## src/hw/rtl/msa_pkg.sv

```systemverilog
// Shared types and constants for the moving average ring unit.
// Used by msa_div_serial, moving_average_ring_unit and msa_checker.
`timescale 1ns / 1ps
`default_nettype none

package msa_pkg;

  // Field widths
  localparam int SMP_W   = 16;                 // input sample
  localparam int AVG_W   = 16;                 // average result
  localparam int CNT_W   = 7;                  // window length and fill count
  localparam int WIN_MAX = (1 << CNT_W) - 1;   // largest length the register can hold

  // Result stream packing: average, then filled, zero pad to whole bytes
  localparam int OUT_TDATA_W = 24;
  localparam int OUT_PAD_W   = OUT_TDATA_W - AVG_W - CNT_W;

  // Serial divider: one quotient bit per cycle
  localparam int DIV_STEP_W = $clog2(AVG_W);

  // Configuration port
  localparam int CFG_AW = 3;
  localparam int CFG_DW = 32;

  typedef logic [CFG_AW-3:0] reg_idx_t;
  localparam reg_idx_t REG_WINDOW_LENGTH = '0;

  localparam logic [CNT_W-1:0] WIN_LEN_RESET = 7'd8;

  typedef logic [CNT_W-1:0] cnt_t;
  typedef logic [AVG_W-1:0] avg_t;

endpackage

`default_nettype wire

```

## src/hw/rtl/moving_average_ring_unit.sv

```systemverilog
// Moving average ring unit: top level with sample ring, running sum and control.
// Depends on msa_pkg, msa_ram and msa_div_serial.
//
// Usage:
//   Input stream (in_*): one 16-bit sample per transaction.
//   Result stream (out_*): one transaction per sample carrying the truncated
//   mean of the held samples and the number held (saturating at the window).
//   APB port: register 0 at address 0 is window_length. Writing it restarts
//   averaging (fill count, sum and ring pointer cleared); write it only while
//   no sample is in flight. Length 0 acts as 1, beyond the ring as its depth.
// Timing:
//   One sample at a time. An accepted sample passes through sum update, divider
//   load, the bit-serial divide of all 16 quotient bits (which sets the rate),
//   divider done and output register load. The next sample is not accepted until
//   that result is loaded; it can be accepted from the cycle the result appears.
//   A stalled receiver does not block acceptance until a second result is
//   ready; then the block holds until out_tready.
// Reset:
//   rst_n is synchronous. It empties the window and sets window_length to 8.
//   Ring contents are not cleared; an entry's read data is only used after it is written.
`timescale 1ns / 1ps
`default_nettype none

module moving_average_ring_unit #(
  parameter int RING_DEPTH = 64
) (
  input  wire logic                          clk,
  input  wire logic                          rst_n,
  // Input stream
  input  wire logic                          in_tvalid,
  output      logic                          in_tready,
  input  wire logic [msa_pkg::SMP_W-1:0]     in_tdata,   // [15:0] sample
  // Result stream
  output      logic                          out_tvalid,
  input  wire logic                          out_tready,
  output      logic [msa_pkg::OUT_TDATA_W-1:0] out_tdata, // [15:0] average, [22:16] filled
  // Configuration port
  input  wire logic                          psel,
  input  wire logic                          penable,
  input  wire logic                          pwrite,
  input  wire logic [msa_pkg::CFG_AW-1:0]    paddr,
  input  wire logic [msa_pkg::CFG_DW-1:0]    pwdata,
  output      logic [msa_pkg::CFG_DW-1:0]    prdata,
  output      logic                          pready
);
  import msa_pkg::*;

  localparam int MAX_LEN = (RING_DEPTH < WIN_MAX) ? RING_DEPTH : WIN_MAX;
  localparam int IDX_W   = $clog2(RING_DEPTH);
  localparam int SUM_W   = SMP_W + $clog2(MAX_LEN);
  localparam int CW      = (IDX_W + 1 > CNT_W) ? IDX_W + 1 : CNT_W;
  localparam cnt_t MAX_LEN_C = CNT_W'(MAX_LEN);

  typedef enum logic [2:0] {
    S_IDLE,
    S_UPD,
    S_DIV_GO,
    S_DIV_WAIT,
    S_OUT
  } state_t;

  state_t             state_r, state_nxt;
  cnt_t               win_len_r, win_len_nxt;
  logic [IDX_W-1:0]   wr_idx_r, wr_idx_nxt;
  logic [IDX_W-1:0]   idx_r, idx_nxt;
  cnt_t               held_r, held_nxt;
  logic [SUM_W-1:0]   sum_r, sum_nxt;
  logic [SMP_W-1:0]   smp_r, smp_nxt;
  avg_t               out_avg_r, out_avg_nxt;
  cnt_t               out_cnt_r, out_cnt_nxt;
  logic               out_tvalid_r, out_tvalid_nxt;

  cnt_t               eff_len;
  logic [IDX_W-1:0]   idx_start;
  logic [IDX_W-1:0]   idx_next;
  logic [CW-1:0]      idx_inc;
  logic               full;
  logic               in_acc;
  logic               cfg_wr;
  logic               cfg_hit;
  logic [SMP_W-1:0]   ram_rdata;
  logic               div_start;
  logic               div_done;
  avg_t               div_q;

  // Handshakes
  assign in_tready = (state_r == S_IDLE);
  assign in_acc    = in_tvalid && in_tready;
  assign pready    = 1'b1;
  assign cfg_hit   = (paddr[CFG_AW-1:2] == REG_WINDOW_LENGTH);
  assign cfg_wr    = psel && penable && pwrite && pready;
  assign prdata    = cfg_hit ? CFG_DW'(win_len_r) : '0;

  // Effective window length: at least one, at most the ring depth
  always_comb begin
    if (win_len_r == '0) begin
      eff_len = CNT_W'(1);
    end else if (win_len_r > MAX_LEN_C) begin
      eff_len = MAX_LEN_C;
    end else begin
      eff_len = win_len_r;
    end
  end

  // Ring pointer arithmetic
  assign idx_start = (CW'(wr_idx_r) >= CW'(eff_len)) ? '0 : wr_idx_r;
  assign idx_inc   = CW'(idx_r) + CW'(1);
  assign idx_next  = (idx_inc >= CW'(eff_len)) ? '0 : idx_r + IDX_W'(1);
  assign full      = (held_r >= eff_len);

  // Sample ring: read the slot at acceptance, overwrite it on the update cycle
  msa_ram #(
    .WIDTH (SMP_W),
    .DEPTH (RING_DEPTH)
  ) u_ring (
    .clk   (clk),
    .we    (state_r == S_UPD),
    .waddr (idx_r),
    .wdata (smp_r),
    .re    (in_acc),
    .raddr (idx_start),
    .rdata (ram_rdata)
  );

  // Sum over count
  assign div_start = (state_r == S_DIV_GO);

  msa_div_serial #(
    .SUM_W (SUM_W)
  ) u_div (
    .clk      (clk),
    .rst_n    (rst_n),
    .start    (div_start),
    .dividend (sum_r),
    .divisor  (held_r),
    .done     (div_done),
    .quotient (div_q)
  );

  // Control and window state
  always_comb begin
    state_nxt      = state_r;
    win_len_nxt    = win_len_r;
    wr_idx_nxt     = wr_idx_r;
    idx_nxt        = idx_r;
    held_nxt       = held_r;
    sum_nxt        = sum_r;
    smp_nxt        = smp_r;
    out_avg_nxt    = out_avg_r;
    out_cnt_nxt    = out_cnt_r;
    out_tvalid_nxt = out_tvalid_r;

    // Result register drains independently of the pipeline
    if (out_tvalid_r && out_tready) begin
      out_tvalid_nxt = 1'b0;
    end

    case (state_r)
      S_IDLE: begin
        if (cfg_wr && cfg_hit) begin
          win_len_nxt = pwdata[CNT_W-1:0];
          wr_idx_nxt  = '0;
          held_nxt    = '0;
          sum_nxt     = '0;
        end
        if (in_acc) begin
          smp_nxt   = in_tdata;
          idx_nxt   = idx_start;
          state_nxt = S_UPD;
        end
      end
      S_UPD: begin
        // Oldest sample leaves once the window is full
        sum_nxt    = sum_r - (full ? SUM_W'(ram_rdata) : '0) + SUM_W'(smp_r);
        held_nxt   = full ? eff_len : held_r + CNT_W'(1);
        wr_idx_nxt = idx_next;
        state_nxt  = S_DIV_GO;
      end
      S_DIV_GO: begin
        state_nxt = S_DIV_WAIT;
      end
      S_DIV_WAIT: begin
        if (div_done) begin
          state_nxt = S_OUT;
        end
      end
      S_OUT: begin
        if (!out_tvalid_r || out_tready) begin
          out_avg_nxt    = div_q;
          out_cnt_nxt    = held_r;
          out_tvalid_nxt = 1'b1;
          state_nxt      = S_IDLE;
        end
      end
      default: begin
        state_nxt = S_IDLE;
      end
    endcase
  end

  always_ff @(posedge clk) begin
    if (!rst_n) begin
      state_r      <= S_IDLE;
      win_len_r    <= WIN_LEN_RESET;
      wr_idx_r     <= '0;
      held_r       <= '0;
      sum_r        <= '0;
      out_tvalid_r <= 1'b0;
    end else begin
      state_r      <= state_nxt;
      win_len_r    <= win_len_nxt;
      wr_idx_r     <= wr_idx_nxt;
      held_r       <= held_nxt;
      sum_r        <= sum_nxt;
      out_tvalid_r <= out_tvalid_nxt;
    end
    idx_r     <= idx_nxt;
    smp_r     <= smp_nxt;
    out_avg_r <= out_avg_nxt;
    out_cnt_r <= out_cnt_nxt;
  end

  assign out_tvalid = out_tvalid_r;
  assign out_tdata  = {{OUT_PAD_W{1'b0}}, out_cnt_r, out_avg_r};

endmodule

`default_nettype wire

```

## src/hw/rtl/msa_ram.sv

```systemverilog
// Generic single-write, single-read RAM with registered read data.
// No dependencies.
`timescale 1ns / 1ps
`default_nettype none

module msa_ram #(
  parameter int WIDTH = 16,
  parameter int DEPTH = 64
) (
  input  wire logic                     clk,
  input  wire logic                     we,
  input  wire logic [$clog2(DEPTH)-1:0] waddr,
  input  wire logic [WIDTH-1:0]         wdata,
  input  wire logic                     re,
  input  wire logic [$clog2(DEPTH)-1:0] raddr,
  output      logic [WIDTH-1:0]         rdata
);

  logic [WIDTH-1:0] mem_r [DEPTH];
  logic [WIDTH-1:0] rdata_r;

  // Write port and registered read port
  always_ff @(posedge clk) begin
    if (we) begin
      mem_r[waddr] <= wdata;
    end
    if (re) begin
      rdata_r <= mem_r[raddr];
    end
  end

  assign rdata = rdata_r;

endmodule

`default_nettype wire

```

## src/hw/rtl/msa_div_serial.sv

```systemverilog
// Bit-serial restoring divider: running sum over fill count, one quotient bit per cycle.
// Depends on msa_pkg. The quotient is known to fit in AVG_W bits.
`timescale 1ns / 1ps
`default_nettype none

module msa_div_serial #(
  parameter int SUM_W = 22
) (
  input  wire logic               clk,
  input  wire logic               rst_n,
  input  wire logic               start,
  input  wire logic [SUM_W-1:0]   dividend,
  input  wire msa_pkg::cnt_t      divisor,
  output      logic               done,
  output      msa_pkg::avg_t      quotient
);
  import msa_pkg::*;

  typedef enum logic {
    D_IDLE,
    D_RUN
  } div_state_t;

  localparam logic [DIV_STEP_W-1:0] STEP_LAST = DIV_STEP_W'(AVG_W - 1);

  div_state_t            state_r, state_nxt;
  cnt_t                  rem_r, rem_nxt;
  cnt_t                  dvs_r, dvs_nxt;
  avg_t                  q_r, q_nxt;
  logic [DIV_STEP_W-1:0] step_r, step_nxt;
  logic                  done_r, done_nxt;

  logic [CNT_W:0]        trial;
  logic [CNT_W:0]        diff;
  logic                  ge;

  // Shift the next dividend bit into the partial remainder and try a subtract
  assign trial = {rem_r, q_r[AVG_W-1]};
  assign diff  = trial - {1'b0, dvs_r};
  assign ge    = (trial >= {1'b0, dvs_r});

  always_comb begin
    state_nxt = state_r;
    rem_nxt   = rem_r;
    dvs_nxt   = dvs_r;
    q_nxt     = q_r;
    step_nxt  = step_r;
    done_nxt  = 1'b0;
    case (state_r)
      D_IDLE: begin
        if (start) begin
          // Upper dividend bits are already below the divisor
          rem_nxt   = CNT_W'(dividend[SUM_W-1:AVG_W]);
          q_nxt     = dividend[AVG_W-1:0];
          dvs_nxt   = divisor;
          step_nxt  = '0;
          state_nxt = D_RUN;
        end
      end
      D_RUN: begin
        rem_nxt  = ge ? diff[CNT_W-1:0] : trial[CNT_W-1:0];
        q_nxt    = {q_r[AVG_W-2:0], ge};
        step_nxt = step_r + DIV_STEP_W'(1);
        if (step_r == STEP_LAST) begin
          done_nxt  = 1'b1;
          state_nxt = D_IDLE;
        end
      end
      default: begin
        state_nxt = D_IDLE;
      end
    endcase
  end

  always_ff @(posedge clk) begin
    if (!rst_n) begin
      state_r <= D_IDLE;
      done_r  <= 1'b0;
      step_r  <= '0;
    end else begin
      state_r <= state_nxt;
      done_r  <= done_nxt;
      step_r  <= step_nxt;
    end
    rem_r <= rem_nxt;
    dvs_r <= dvs_nxt;
    q_r   <= q_nxt;
  end

  assign done     = done_r;
  assign quotient = q_r;

endmodule

`default_nettype wire

```

## config.mk

```make
export PLATFORM = sky130hd
export DESIGN_NAME = moving_average_ring_unit
export DESIGN_NICKNAME = d
export VERILOG_FILES = /design/src/hw/rtl/msa_pkg.sv /design/src/hw/rtl/moving_average_ring_unit.sv /design/src/hw/rtl/msa_ram.sv /design/src/hw/rtl/msa_div_serial.sv
export SDC_FILE = /design/constraint.sdc
export NUM_CORES = 1
export LEC_CHECK = 0
export ABC_AREA = 0
export BUFFER_PORTS_ARGS = -buffer_cell sky130_fd_sc_hd__buf_2
export CAP_MARGIN = 20
export CORE_MARGIN = 1
export CORE_UTILIZATION = 62
export DETAILED_ROUTE_END_ITERATION = 6
export PLACE_DENSITY = 0.88
export SKIP_CTS_REPAIR_TIMING = 1
export SLEW_MARGIN = 10
export SYNTH_ARGS = -nofsm -noshare
export SYNTH_HDL_FRONTEND = slang
export SYNTH_HIERARCHICAL = 1
export SYNTH_SLANG_ARGS = --single-unit
```

## constraint.sdc

```tcl
create_clock -name clk -period 4.9 [get_ports clk]
set_input_delay 0.735 -clock clk [delete_from_list [all_inputs] [get_ports clk]]
set_output_delay 0.735 -clock clk [all_outputs]
set_load 0.02 [all_outputs]
```

# == Word level (Yosys, flattened, before mapping) ==
# Memories as Yosys holds them, arrays and structs flattened. A register that Yosys moved wholly into a read port is not among the register bits.
# Index checks and enable logic that the tools add are counted.
# classes
add_sub_neg,7
multipliers,0
div_mod_pow,0
magnitude_cmp,5
eq_ne,10
shift,0
n_mux,33
bitwise_logic,2
n_reduce_logical,17
# op_table
operator,count
two-way mux 7 bit,7
one-hot mux 22 bit (2 select lines),1
two-way mux 16 bit,2
one-hot mux 16 bit (2 select lines),1
one-hot mux 7 bit (2 select lines),2
adder 22 x 16 -> 22 bit,1
two-way mux 22 bit,1
subtractor 22 x 16 -> 22 bit,1
two-way mux 6 bit,3
one-hot mux 3 bit (5 select lines),1
greater-or-equal comparator 7 bit,2
one-hot mux 6 bit (2 select lines),1
AND reduction 2 bit,6
two-way mux 3 bit,3
greater-or-equal comparator 8 x 7 -> 1 bit,1
two-way mux 1 bit,8
one-hot mux 4 bit (2 select lines),1
"adder 6 x 1 -> 7 bit, second input constant",1
"adder 7 x 1 -> 7 bit, second input constant",1
greater-or-equal comparator 6 x 7 -> 1 bit,1
"greater-than comparator 7 bit, second input constant",1
logical NOT 7 bit,1
subtractor 7 bit,1
"adder 6 x 1 -> 6 bit, second input constant",1
other kinds (16),25
# word_totals
ff_bits,127
latchBits,0
ramBits,1024
rom_bits,0
input_bits,58
out_inout_bits,59
n_memories,1
# mem_list
name,words,word_bits,rd,rd_clocked_by_memory_dff,write_ports,line_no,source
u_ring.mem_r,64,16,1,1,1,msa_ram.sv:19,logic [WIDTH-1:0] mem_r [DEPTH];

# == Depth between registers and ports, before layout ==
# Gate-level depths: netlist of run 1.
# depth
word_depth,8
depth_mapped,22
mapped_depth_nobuf,20

# == Modules after synthesis ==
# Netlist of run 1, hierarchy kept.
# modules_own_cells
module,instances,cells_per_inst,area_per_inst_um2
msa_ram,1,1829,40202.3
moving_average_ring_unit,1,617,5736.8
msa_div_serial,1,149,1838.0

# == Least setup slack after synthesis of run 1 ==
# Ideal clock, no wire load.
# synth_timing
path_kind,reg2reg
start,register win_len_r[1]
end,register sum_r[21]
setup_time_ps,73
arrival_time_ps,4265
setup_slack_ps,562
stages_incl_launch_ff,22
path_buffers,2
period_less_slack_ps,4338
path_cell_list,dfxtp_1 -> nor4_1 -> a21oi_1 -> nor2_1 -> ha_1 -> nand2b_1 -> a21o_1 -> a21oi_1 -> o21ai_1 -> clkbuf_1 -> clkbuf_1 -> and3_1 -> fa_1 -> inv_1 -> ha_1 -> and3_4 -> nand2_1 -> a211o_1 -> and4_4 -> or3_1 -> and2_4 -> o211ai_2
# synth_via
elab_chain_len,8
elab_cells_between_ends,9
cone_classes,add/sub: 2; order compare: 2; mux: 4; reduce/logical: 1
# synth_lines
item,line_no,source
"start, declared",moving_average_ring_unit.sv:63,"cnt_t win_len_r, win_len_nxt;"
"start signal, assigned",moving_average_ring_unit.sv:211,win_len_r <= win_len_nxt;
greater-than comparator 7 bit,moving_average_ring_unit.sv:98,end else if (win_len_r > MAX_LEN_C) begin
two-way mux 7 bit,moving_average_ring_unit.sv:98,
two-way mux 7 bit (*),moving_average_ring_unit.sv:96,if (win_len_r == '0) begin
greater-or-equal comparator 7 bit (*),moving_average_ring_unit.sv:109,assign full = (held_r >= eff_len);
two-way mux 16 bit (*),moving_average_ring_unit.sv:174,sum_nxt = sum_r - (full ? SUM_W'(ram_rdata) : '0) + SUM_W'(smp_r);
subtractor 22 x 16 -> 22 bit (*),moving_average_ring_unit.sv:174,
adder 22 x 16 -> 22 bit (*),moving_average_ring_unit.sv:174,
one-hot mux 22 bit (2 select lines) (*),moving_average_ring_unit.sv:158,case (state_r)
"end signal, assigned",moving_average_ring_unit.sv:214,sum_r <= sum_nxt;
"end, declared",moving_average_ring_unit.sv:67,"logic [SUM_W-1:0] sum_r, sum_nxt;"
# Every way passes the cells marked *; elsewhere a longest branch is shown, timed or not.
# A chain may end at the register's enable or synchronous reset.

# == Worst setup path after layout of run 1 ==
# layout_timing
start,register win_len_r[4]
end,"register u_ring.rdata_r[14], in the netlist u_ring/rdata[14] (read register of u_ring.mem_r), data pin"
# layout_via
elab_chain_len,5
elab_cells_between_ends,6
cone_classes,order compare: 2; mux: 3; reduce/logical: 1
# layout_lines
item,line_no,source
greater-than comparator 7 bit,moving_average_ring_unit.sv:98,
two-way mux 7 bit,moving_average_ring_unit.sv:98,
two-way mux 7 bit (*),moving_average_ring_unit.sv:96,
greater-or-equal comparator 6 x 7 -> 1 bit (*),moving_average_ring_unit.sv:106,assign idx_start = (CW'(wr_idx_r) >= CW'(eff_len)) ? '0 : wr_idx_r;
two-way mux 6 bit (*),moving_average_ring_unit.sv:106,
named net idx_start[2],moving_average_ring_unit.sv:74,logic [IDX_W-1:0] idx_start;
"end, declared",msa_ram.sv:20,logic [WIDTH-1:0] rdata_r;
# The timed path passes the listed nets; every way through them passes the cells marked *.

==> flow_summary.json, run 1 <==
{
  "run_status": "finished, final reports clean",
  "design.final.nets": 2926,
  "min_to": "smp_r[12]",
  "detail-route-antenna-nets": 0,
  "grt_first_pass_wirelength_microns": 175200,
  "synth_simple_gate_area_share_pct": 4.352,
  "worst_ep_required_time_ns": 5.33,
  "final_period_minus_worst_setup_slack_ns": 4.701,
  "timing.setup.critical_path_class": "reg2reg",
  "via_count_of_the_first_global_routing_pass": 26830,
  "netlist.area_leader.share_pct": 70.08,
  "hold_path.class": "in2reg",
  "post_drt_wl_per_cell_microns": 31.09,
  "gpl.final_weighted_congestion": 0.8848,
  "clock_sink_count": 1167,
  "synth_fa_ha_area_share_pct": 2.074,
  "switch_share_pct": 23.04,
  "synth.cell_area_sq_um": 47780,
  "tightestPinTransition_ns": 1.129,
  "synth_async_sr_flop_share_pct": 0,
  "maximum_number_of_buffers_from_clock_root_to_sink": 3,
  "tritoncts": "yes",
  "dieArea_sq_um": 78170,
  "pwr_density_cell_nw_per_um2": 412.2,
  "ys_seq_elements": 1167,
  "critical_path.startpoint_type": "flop",
  "die_h_microns": 279.6,
  "worst_setup_path_end_kind": "flop",
  "antenna_found_initial": 0,
  "pin_count": 117,
  "power.ir.vdd_worst_mv": 0.5041,
  "power.switching_w": 0.005104,
  "layout.cells.most_common_list": "1,115 x sky130_fd_sc_hd__edfxtp_1, 220 x sky130_fd_sc_hd__mux4_2, 135 x sky130_fd_sc_hd__buf_4",
  "cp_max_fo": 65,
  "effective_utilization_at_floorplan_pct": 62.80,
  "pre_cts_ws_ns": 0.1630,
  "maxSlewViolCount": 0,
  "synthDistinctLibCells": 80,
  "drive_above_1_share_pct": 24.53,
  "maximum_number_of_pins_on_one_net_before_global_route_repair": 66,
  "syn-instance-count": 2595,
  "achievable-frequency_mhz": 212.7,
  "route.detailed.vias_per_inst": 6.773,
  "drt_iter0_markers": 3611,
  "synth_compound_gate_area_share_pct": 4.376,
  "setup_tns_ns": 0,
  "mostFrequentLayoutCell": "sky130_fd_sc_hd__edfxtp_1",
  "clkTransAtPathRegs_ns": 0.07,
  "power_leakage_nw": 17.46,
  "grt.total_usage_pct": 31.19,
  "synth-xor-area-share_pct": 0.4216,
  "combinational_family_with_the_most_area_after_synthesis": "multiplexers",
  "power_frac_clock_pct": 39.5,
  "hold-path-cell-count": 1,
  "insertion_delay_ns": 0.70,
  "rows": 101,
  "timing.max_slew.rel_slack_pct": 24.66,
  "numPortBuffers": 62,
  "die_width_microns": 279.6,
  "maxCapViolations": 0,
  "seq_area_frac_synth_pct": 72.26,
  "post-route-worst-setup-slack_ns": 0.1985,
  "drt_pre_antenna_iters": 6,
  "yosysWarningCount": 6,
  "setup_viol": 0,
  "cts_root_buffer": "sky130_fd_sc_hd__clkbuf_16",
  "globalRouteOverflowTotal": 0,
  "comb_power_share_pct": 9.8,
  "post_synth_mux_area_share_pct": 13.51,
  "num_antenna_cells": 0,
  "synthesis.area_per_instance_sq_um": 18.41,
  "cts_buffers": 108,
  "detail_route.drc_violations": 0,
  "synthToLayoutAreaGrowth_pct": 12.52,
  "worst_hold_startpoint": "in_tdata[12]",
  "routed_wire_length_microns": 121700,
  "reg2reg_depth": 18,
  "fin_crit_sh_pct": 95.95,
  "reg2reg_from": "win_len_r[4]",
  "critPathArrivalTime_ns": 5.14,
  "most_used_flip_flop_cell_after_synthesis": "sky130_fd_sc_hd__edfxtp_1",
  "r2r_end": "u_ring/rdata[14]",
  "dpl.hpwl_microns": 69700,
  "synthTopCellsByArea": "sky130_fd_sc_hd__edfxtp_1 70%, sky130_fd_sc_hd__mux4_2 10%, sky130_fd_sc_hd__dfxtp_1 2.2%",
  "cell_taking_the_most_area_after_synthesis": "sky130_fd_sc_hd__edfxtp_1",
  "cts-htree-levels": 3,
  "finClkSkew_ns": 0.03135,
  "design.core.area_sq_um": 76080,
  "synth-edff-count": 1115,
  "finalHoldViolations": 0,
  "internal_power_w": 0.01705,
  "dr_total_vias": 26530,
  "power.share.sequential_pct": 50.6,
  "r2r_slack_ns": 0.20
}
[cells in the mapped netlist, drive strengths merged, types with 4 or more instances]
master and instances:
a21boi 17, nor4 4, a21oi 52, and3 23, or2 7, fa 17
edfxtp 1115, inv 105, a22oi 39, a211o 10, o21ai 32, a221oi 17
a31oi 17, a311oi 9, a41oi 6, a221o 6, nand4 16, o211ai 4
mux2i 91, clkbuf 43, nor2b 39, a21o 18, and2 13, buf 110
a22o 8, mux4 224, o22ai 15, ha 52, nand3 50, nor3 10
o21bai 5, and4 7, a211oi 14, o21a 5, nor2 111, nand2b 12
nand2 120, xor2 6, or3 5, mux2 43, dfxtp 52, xnor2 17
[critical path, cell delays in order, from the launching register on]
cell                       delay (ns)
sky130_fd_sc_hd__dfxtp_1         0.42
sky130_fd_sc_hd__nor4_2          0.06
sky130_fd_sc_hd__a21oi_1         0.15
sky130_fd_sc_hd__nor2_1          0.08
sky130_fd_sc_hd__buf_4           0.14
sky130_fd_sc_hd__ha_1            0.26
sky130_fd_sc_hd__nand2b_1        0.09
sky130_fd_sc_hd__a21o_1          0.10
sky130_fd_sc_hd__a21oi_1         0.06
sky130_fd_sc_hd__nor2b_1         0.11
sky130_fd_sc_hd__o21ai_1         0.07
sky130_fd_sc_hd__a211o_1         0.36
sky130_fd_sc_hd__and2_4          0.27
sky130_fd_sc_hd__buf_12          0.22
sky130_fd_sc_hd__nor2_1          0.75
sky130_fd_sc_hd__nand2_1         0.17
sky130_fd_sc_hd__a41oi_1         0.40
sky130_fd_sc_hd__o21ai_0         0.37
sky130_fd_sc_hd__and4_1          0.36
[registers in the layout, indices dropped and copies added, names as in the netlist]
| register | count |
|---|---|
| u_div/step_r | 4 |
| u_ring/mem_r | 1024 |
| out_cnt_r | 7 |
| u_ring/rdata | 16 |
| u_div/state_r | 1 |
| sum_r | 22 |
| u_div/rem_r | 7 |
| wr_idx_r | 6 |
| idx_r | 6 |
| held_r | 7 |
| out_avg_r | 16 |
| u_div/quotient | 16 |
| win_len_r | 7 |
| out_tvalid | 1 |
| u_div/done | 1 |
| u_div/dvs_r | 7 |
| state_r | 3 |
| smp_r | 16 |
[worst max-delay path by stage]
stage                       startpoint               end  slack, ns  cells after the start
after floorplan           win_len_r[1]         sum_r[21]       0.56                     21
after global placement    win_len_r[2]  u_ring/rdata[12]       0.23                     17
after detailed placement  win_len_r[2]  u_ring/rdata[12]       0.16                     17
after CTS                 win_len_r[2]   u_ring/rdata[0]       0.03                     21
after global routing      win_len_r[2]   u_ring/rdata[4]      -0.07                     21
final                     win_len_r[4]  u_ring/rdata[14]       0.20                     18
[power groups by stage]
stage	Combinational, W	Clock, W	Sequential [W]
floorplan	0.00142	0	0.0114
global placement	0.00199	0	0.0114
detailed placement	0.00206	0	0.0114
CTS	0.00211	0.00882	0.0112
global route	0.00233	0.00915	0.0112
finish	0.00218	0.00876	0.0112
[metrics by stage]
stage | hold WS (ns) | util, % | area [sq um] | instances | total power, W
finish | 0.2308 | 70.67 | 53760 | 3916 | 0.02216
global route | 0.2121 | 70.67 | 53760 | 3916 | 0.02271
CTS | 0.2011 | 70.32 | 53500 | 3905 | 0.02214
detailed placement | 0.4386 | 65.48 | 49810 | 3708 | 0.01348
global placement | 0.4371 | 65.47 | 49800 | 3707 | 0.01340
floorplan | 0.4204 | - | 47870 | 2620 | 0.01287
[layer usage]
layer,share of wire (%),global-route usage [%],vias up
met5,0,0,-
met4,6.4,17.72,0
met3,11,6.614,438
met2,49,51.31,2053
met1,33,38.76,13320
li1,-,-,10710
[final cells by class]
class | instances | area, sq um
Multi-Input combinational cell | 1194 | 12040
Inverter | 106 | 397.9
Clock buffer | 127 | 2795
Tap cell | 1030 | 1289
Timing Repair Buffer | 222 | 1829
Fill cell | 4228 | 22320
Sequential cell | 1167 | 34520
Clock inverter | 70 | 889.6
[kinds of logic (layout without fill, tap and decap cells)]
group,count (synthesis),count (layout)
AO/OA/AOI/OAI,294,294
XOR/XNOR,23,23
adder cells (fa/ha/maj),69,69
buffers and inverters,259,525
flip-flops,1167,1167
multiplexers,358,358
other,2,27
AND/OR/NAND/NOR,423,423
(Power assumes the default switching activity.)
==> run 2, diff against run 1 <==
MAX_ROUTING_LAYER = met4   (was not set)
SKIP_CTS_REPAIR_TIMING = not set   (was 1)
==> flow_summary.json, run 2 (synthesized netlist as in run 1, its figures left out) <==
{
  "numPortBuffers": 62,
  "critPathArrivalTime_ns": 5.21,
  "maxSlewViolCount": 0,
  "finClkSkew_ns": 0.03652,
  "drt_pre_antenna_iters": 7,
  "worst_setup_path_end_kind": "flop",
  "rows": 101,
  "dr_total_vias": 26620,
  "dieArea_sq_um": 78170,
  "hold_path.class": "in2reg",
  "final_period_minus_worst_setup_slack_ns": 4.777,
  "pwr_density_cell_nw_per_um2": 403.7,
  "placed_cell_area_sq_um": 49960,
  "clock_sink_count": 1167,
  "detail-route-antenna-nets": 0,
  "route.detailed.vias_per_inst": 6.744,
  "hold_buffers": 0,
  "die_width_microns": 279.6,
  "timing.critical_path.cells": "nor4_2 -> a21oi_1 -> nor2_2 -> buf_4 -> ha_1 -> nand2b_1 -> a21o_1 -> a21oi_1 -> nor2b_1 -> o21ai_0 -> a211o_2 -> and2_4 -> buf_12 -> and2_1 -> nand2_1 -> a41oi_1 -> o21ai_0 -> and4_1",
  "fin_crit_sh_pct": 97.48,
  "finalHoldViolations": 0,
  "mostFrequentLayoutCell": "sky130_fd_sc_hd__edfxtp_1",
  "dpl.hpwl_microns": 70580,
  "cp_slowest_stage_delay_ns": 0.52,
  "die_h_microns": 279.6,
  "finalPower_w": 0.02163,
  "layout.cells.most_common_list": "1,115 x sky130_fd_sc_hd__edfxtp_1, 220 x sky130_fd_sc_hd__mux4_2, 163 x sky130_fd_sc_hd__buf_4",
  "globalRouteOverflowTotal": 0,
  "via_count_of_the_first_global_routing_pass": 26830,
  "worst_ep_required_time_ns": 5.33,
  "gpl.final_weighted_congestion": 0.9145,
  "tritoncts": "yes",
  "comb_power_share_pct": 10.0,
  "timing.setup.critical_path_class": "reg2reg",
  "internal_power_w": 0.01655,
  "critical_path.startpoint_type": "flop",
  "power.share.sequential_pct": 51.9,
  "design.core.area_sq_um": 76080,
  "tightestPinTransition_ns": 1.161,
  "post_drt_wl_per_cell_microns": 30.31,
  "insertion_delay_ns": 0.69,
  "cts-htree-levels": 3,
  "clkTransAtPathRegs_ns": 0.07,
  "maxCapViolations": 0,
  "achievable-frequency_mhz": 209.4,
  "design.final.nets": 2948,
  "maximum_number_of_buffers_from_clock_root_to_sink": 3,
  "routed_wire_length_microns": 119600,
  "cts_root_buffer": "sky130_fd_sc_hd__clkbuf_16",
  "maximum_number_of_pins_on_one_net_before_global_route_repair": 65,
  "power_frac_clock_pct": 38.1,
  "crit_path_top_delay_cell": "sky130_fd_sc_hd__and2_4",
  "power.ir.vdd_worst_mv": 0.3664,
  "drt_iter0_markers": 3618,
  "largest_delay_contributor_family_on_the_critical_path": "simple AND/OR/NAND/NOR gates",
  "timing.max_slew.rel_slack_pct": 22.52,
  "setup_tns_ns": 0,
  "switch_share_pct": 23.50,
  "power_leakage_nw": 17.43,
  "antenna_found_initial": 4,
  "setup_viol": 0,
  "drive_above_1_share_pct": 25.10,
  "grt_first_pass_wirelength_microns": 172900,
  "detail_route.drc_violations": 12,
  "pin_count": 117,
  "cts_buffers": 108,
  "violations": "design-rule violations",
  "power.switching_w": 0.005083,
  "cp_max_fo": 24,
  "effective_utilization_at_floorplan_pct": 62.80,
  "post-route-cell-area_sq_um": 53580,
  "run_status": "finished with violations",
  "largest_reg_flops": 1024,
  "grt.total_usage_pct": 31.58,
  "synthToLayoutAreaGrowth_pct": 12.15,
  "top_register": "u_ring/mem_r",
  "buf_inv_stages_crit_path": 2,
  "largest_registers": "u_ring/mem_r (1024), sum_r (22)"
}
run 2: changes by cell type in the layout (fill, tap and decap cells not counted), sizes merged:
cell / delta
buf: +23
bufinv: -10
clkinv: +6
clkinvlp: +6
diode: +5
clkbuf: -2
inv: +2
and2: +1
run 2: worst paths after layout:
kind                     startpoint               end  slack [ns]  cells after the start
setup / recovery       win_len_r[2]  u_ring/rdata[12]        0.12                     18
setup reg to reg       win_len_r[2]  u_ring/rdata[12]        0.12                     18
hold reg to reg   u_div/quotient[9]      out_avg_r[9]        0.46                      0
hold / removal          in_tdata[2]          smp_r[2]        0.25                      1
run 2: per-layer routing:
metal / GRT usage, % / part of all wire [%] / vias up
li1: - / - / 10770
met1: 37.85 / 33 / 13320
met2: 50.54 / 50 / 2087
met3: 7.031 / 11 / 433
met4: 16.66 / 6.3 / 0
met5: - / 0 / -
run 2: cell type report:
cell class,instances,area (sq um)
antenna,5,12.51
clock buffer,127,2795
clock inverter,74,670.6
fill,4273,22490
inverter,106,397.9
multi-input combinational,1195,12020
sequential,1167,34520
tap,1030,1289
timing repair buffer,243,1879
run 2: power groups by stage:
stage / registers, W / logic, W / clock network, W
global route: 0.0112 / 0.00231 / 0.00867
global placement: 0.0114 / 0.00200 / 0
floorplan: 0.0114 / 0.00142 / 0
detailed placement: 0.0114 / 0.00207 / 0
CTS: 0.0112 / 0.00211 / 0.00828
finish: 0.0112 / 0.00216 / 0.00825
run 2: per-stage QoR:
step                      utilization, %  worst slack, ns  cells  hold WS (ns)
after floorplan                        -           0.5618   2620        0.4204
after global placement             65.65           0.2197   3731        0.4396
after detailed placement           65.67           0.1878   3733        0.4412
after CTS                          70.23          0.09947   3934        0.2158
after global routing               70.43         -0.01937   3946        0.2200
final                              70.44           0.1235   3947        0.2460
run 2: repair_timing:
item / 4_1_cts / 5_1_grt
buffers inserted: 0 / 6
setup endpoints to repair: 0 / 23
gates resized for setup: 0 / 17
